[config.mk]
export PLATFORM = sky130hd
export DESIGN_NAME = lc3x_ctrl
export DESIGN_NICKNAME = d
export VERILOG_FILES = /design/src/rtl/core/lc3x_pkg.sv /design/src/rtl/core/lc3x_ctrl.sv
export SDC_FILE = /design/constraint.sdc
export NUM_CORES = 1
export LEC_CHECK = 0
export BUFFER_PORTS_ARGS = -buffer_cell sky130_fd_sc_hd__clkbuf_2
export CORE_AREA = 2 2 39 41
export CTS_BUF_LIST = sky130_fd_sc_hd__clkbuf_8
export DETAILED_ROUTE_END_ITERATION = 12
export DIE_AREA = 0 0 41 43
export PLACE_DENSITY = 0.56
export RECOVER_POWER = 50
export SYNTH_ARGS = -nofsm -noshare
export SYNTH_HDL_FRONTEND = slang
export SYNTH_SLANG_ARGS = --single-unit
[constraint.sdc]
create_clock -name i_clk -period 1.67 [get_ports i_clk]
set_clock_uncertainty 0.2 [all_clocks]
set_input_delay 0 -clock i_clk [delete_from_list [all_inputs] [get_ports i_clk]]
set_output_delay 0 -clock i_clk [all_outputs]
set_load 0.01 [all_outputs]
[src/rtl/core/lc3x_pkg.sv]
// Shared types, constants and helper functions of the LC-3 subset executor.
package lc3x_pkg;

    localparam int unsigned LC3X_MEM_WORDS = 65536;
    localparam int unsigned WORD_W         = 16;
    localparam logic [15:0] START_PC_RST   = 16'h3000;

    localparam logic [2:0] FLAG_P = 3'b001;
    localparam logic [2:0] FLAG_Z = 3'b010;
    localparam logic [2:0] FLAG_N = 3'b100;

    localparam logic [3:0] OPC_ADD = 4'd1;
    localparam logic [3:0] OPC_LD  = 4'd2;
    localparam logic [3:0] OPC_ST  = 4'd3;
    localparam logic [3:0] OPC_AND = 4'd5;
    localparam logic [3:0] OPC_RTI = 4'd8;
    localparam logic [3:0] OPC_LDI = 4'd10;
    localparam logic [3:0] OPC_RES = 4'd13;

    typedef enum logic [2:0] {
        S_IDLE,
        S_FETCH,
        S_DECODE,
        S_EXEC,
        S_MEM1,
        S_MEM2,
        S_DONE
    } t_state;

    typedef struct packed {
        logic accept;
        logic cfg_load;
        logic load_write;
        logic fetch;
        logic decode;
        logic rd_ind;
        logic st_write;
        logic wb_alu;
        logic wb_mem;
        logic halt;
    } t_cmd;

    typedef struct packed {
        logic       op;
        logic       stopped;
        logic [3:0] opcode;
    } t_stat;

    function automatic logic [15:0] sext9(input logic [15:0] w);
        sext9 = {{7{w[8]}}, w[8:0]};
    endfunction

    function automatic logic [15:0] sext5(input logic [15:0] w);
        sext5 = {{11{w[4]}}, w[4:0]};
    endfunction

    function automatic logic [2:0] flags_of(input logic [15:0] v);
        if (v == 16'd0) begin
            flags_of = FLAG_Z;
        end else if (v[15]) begin
            flags_of = FLAG_N;
        end else begin
            flags_of = FLAG_P;
        end
    endfunction

endpackage

[src/rtl/core/lc3x_ctrl.sv]
// Controller state machine: sequences load, fetch, decode, execute and memory reads.
module lc3x_ctrl import lc3x_pkg::*; (
    input  logic  i_clk,
    input  logic  i_rst_n,
    input  logic  i_start,
    input  logic  i_cfg_valid,
    input  t_stat i_stat,
    output t_cmd  o_cmd,
    output logic  o_busy,
    output logic  o_done,
    output logic  o_cfg_ready
);

    t_state r_state;
    t_state n_state;

    always_ff @(posedge i_clk) begin
        if (!i_rst_n) begin
            r_state <= S_IDLE;
        end else begin
            r_state <= n_state;
        end
    end

    always_comb begin
        n_state     = r_state;
        o_cmd       = '0;
        o_busy      = 1'b1;
        o_done      = 1'b0;
        o_cfg_ready = 1'b0;
        case (r_state)
            S_IDLE: begin
                o_busy       = 1'b0;
                o_cfg_ready  = 1'b1;
                o_cmd.cfg_load = i_cfg_valid;
                if (i_start) begin
                    o_cmd.accept = 1'b1;
                    if (!i_stat.op) begin
                        o_cmd.load_write = 1'b1;
                        n_state = S_DONE;
                    end else if (i_stat.stopped) begin
                        n_state = S_DONE;
                    end else begin
                        n_state = S_FETCH;
                    end
                end
            end
            S_FETCH: begin
                o_cmd.fetch = 1'b1;
                n_state = S_DECODE;
            end
            S_DECODE: begin
                o_cmd.decode = 1'b1;
                if (i_stat.opcode == OPC_LD || i_stat.opcode == OPC_LDI) begin
                    n_state = S_MEM1;
                end else begin
                    n_state = S_EXEC;
                end
            end
            S_EXEC: begin
                n_state = S_DONE;
                case (i_stat.opcode)
                    OPC_ADD, OPC_AND: o_cmd.wb_alu   = 1'b1;
                    OPC_ST:           o_cmd.st_write = 1'b1;
                    OPC_RTI, OPC_RES: o_cmd.halt     = 1'b1;
                    default: ;
                endcase
            end
            S_MEM1: begin
                if (i_stat.opcode == OPC_LDI) begin
                    o_cmd.rd_ind = 1'b1;
                    n_state = S_MEM2;
                end else begin
                    o_cmd.wb_mem = 1'b1;
                    n_state = S_DONE;
                end
            end
            S_MEM2: begin
                o_cmd.wb_mem = 1'b1;
                n_state = S_DONE;
            end
            S_DONE: begin
                o_done  = 1'b1;
                n_state = S_IDLE;
            end
            default: begin
                n_state = S_IDLE;
            end
        endcase
    end

endmodule

==> metrics.csv <==
metric,value,unit
status,"complete, no violations",
"most common cell after layout, fill and taps aside",clkbuf_2,
Layout Nets,79,
layout cell share with drive strength beyond 1,0.412,
Relative slew margins,0.743,
Final ANT Viol Nets,0,
Starting Density,0.230,
power density over cell area,1150,mW/mm2
Yosys top cell by area,dfxtp_1,
setup TNS,0,ps
largest reg by FF count,r_state,
Logic pwr share,0.435,
Die Height,43,um
Initial DRC Count,3,
Critical R2R Launch,r_state[1]$_SDFFE_PN0P_,
Post-Syn Instances,40,
Seq pwr share,0.201,
clock tree buffer depth,2,
post-DP HPWL,682,um
CP cell instances,nor4b_2 -> nand4b_1 -> inv_1 -> clkbuf_2,
WP buf/inv,2,
most frequent cells in the layout,"clkbuf_2 (19), inv_1 (4), nor3b_1 (4), clkbuf_1 (4)",
crit path kind,flip-flop to output port,
Mapped Nets,50,
HP Class,input port to flip-flop,
residual DRC count,0,
overall power,0.582,mW
final WL,914,um
Sw Ratio,0.379,
max reg flops,3,
Area contributors post-synth,"dfxtp_1 (19%), nor3b_1 (9.4%), nand2b_1 (5.9%), nand4b_1 (5.5%), a211oi_1 (4.7%)",
clock root cell,clkbuf_8,
Lkg Pwr,0.242,nW
Final Cycle Share,0.951,
number of global-route vias before repair,342,
CTS clock-pin slew for the worst setup and hold paths,30,ps
fmax,0.630,GHz
gpl congestion,0.880,
Final Critical Period,1590,ps
core area,0.00138,mm2
Max-Cap Viols,0,
Max VDD drop,483,uV
Cell Rows,14,
crit start category,flip-flop,
DRT Pass-1 Iters,3,
RSZ-0062 raised after global routing,false,
Critical Path AT,1390,ps
"Avg Cell Area, Syn",7.95,um2
Yosys warning total,0,
number of library cell types mapped by synthesis,27,
DR vias,406,
io pins,23,
clk_lat worst skew,220,ps
hold_sp,i_stat[5],
GR Overflow Total,0,
Synth-to-Final Area Change,59.1,%
setup violators final,0,
H-tree Lvls,1,
"flops & latches, synth",3,
CTS Sinks,3,
Hold Fails Final Rpt,0,
internal power,0.361,mW
drt wl/cell,10.9,um
Top Registers,r_state (3),
Ant. Diodes,0,
Psw,0.221,mW
IO buf count,22,
TritonCTS clock tree,yes,
first-pass GRT wire length,1.33,mm
Vias/cell,4.83,
"slowest stage delay, CP",420,ps
Critical-path top delay cell,nor4b_2,
worst slew pin tran,384,ps
crit path max fanout,7,
endpoint class of the critical path,output port,
Clk pwr share,0.365,
CP top delay family,simple AND/OR/NAND/NOR gates,
All-Layer GR Usage,0.117,
cts bufs inserted,3,
largest net degree at the start of global routing,11,
initial antenna violation count,0,
area fraction of the dominant cell type after synthesis,0.189,
Die ar.,0.00176,mm2
"Cell Area, Synth",318,um2
register area share after synthesis,0.189,
Chip Width,41,um
Worst Setup SP,r_state[0]$_SDFFE_PN0P_,
CP Data Required Time,1470,ps
Slew Limit Fails,0,
## cell type report
cell class                      instances  area [um2]
Clock buffer                            3        41.3
Clock inverter                          1        3.75
Multi-Input combinational cell         32         230
Sequential cell                         3        61.3
Fill cell                             150         878
Timing Repair Buffer                   26         138
Inverter                                3        11.3
Tap cell                               16        20.0
## timing repair
item / in CTS / in global routing
setup buffers: 0 / 0
resized for setup: 0 / 1
hold buffers: 2 / 0
endpoints found under the setup margin: 0 / 2
endpoints found under the hold margin: 3 / 0
## logic make-up (layout without fill, tap and decap cells)
logic type	count (synthesis)	after routing	share of synthesized area
AND/OR/NAND/NOR	25	25	0.587
AO/OA/AOI/OAI	6	6	0.122
buffers and inverters	5	33	0.0748
flip-flops	3	3	0.189
XOR/XNOR	1	1	0.0276
## synth_stat cells
library cell	instances
and3_1	2
nor3_1	1
inv_1	3
nand2b_1	3
a21oi_1	1
dfxtp_1	3
xor2_1	1
and2_1	2
nor2_1	1
a211oi_1	2
clkbuf_4	1
nor2b_1	1
o21bai_1	1
nor4b_2	1
nand3_1	1
nor2b_2	1
nand4b_1	2
and4b_1	1
or2_0	1
o21ai_0	1
nand3_2	1
nor3b_1	4
a31oi_1	1
buf_2	1
nor3_2	1
or4_4	1
nand2_1	1
## final timing paths
path	endpoint	slack, ps	cells past startpoint
worst max-delay path	o_cmd[4]	80	4
worst min-delay path	r_state[0]$_SDFFE_PN0P_	30	4
worst max register to register	r_state[1]$_SDFFE_PN0P_	170	3
worst min register to register	r_state[0]$_SDFFE_PN0P_	430	3
## routing by layer
metal	vias to the layer above	GRT usage	routed length (um)	share of wire
li1	205	-	-	-
met1	176	0.125	390	0.43
met2	21	0.169	428	0.47
met3	4	0.0314	73	0.080
met4	0	0.120	22	0.024
met5	-	0	0	0
## through the flow
step / instance area (um2) / hold slack, ps / util / setup WS (ps) / instances
6_report: 505 / 29.8 / 0.365 / 82.0 / 84
3_3_place_gp: 450 / 40.0 / 0.325 / 198 / 78
2_1_floorplan: 318 / -154 / - / 170 / 40
5_1_grt: 505 / 58.5 / 0.365 / 6.77 / 84
4_1_cts: 515 / 35.4 / 0.373 / 30.5 / 84
3_5_place_dp: 450 / 39.4 / 0.325 / 179 / 78
## power by group through the flow
stage	logic (mW)	clock network [mW]	registers (mW)
2_1_floorplan	0.172	0	0.109
3_3_place_gp	0.265	0	0.116
3_5_place_dp	0.264	0	0.117
4_1_cts	0.271	0.215	0.116
5_1_grt	0.281	0.220	0.121
6_report	0.253	0.212	0.117
## tightest hold or removal path, stage by stage
cell      delay [ps]
clkbuf_2          90
nand2b_1          80
or2_0            140
a31oi_1          100
Power figures use the tool's default switching activity.
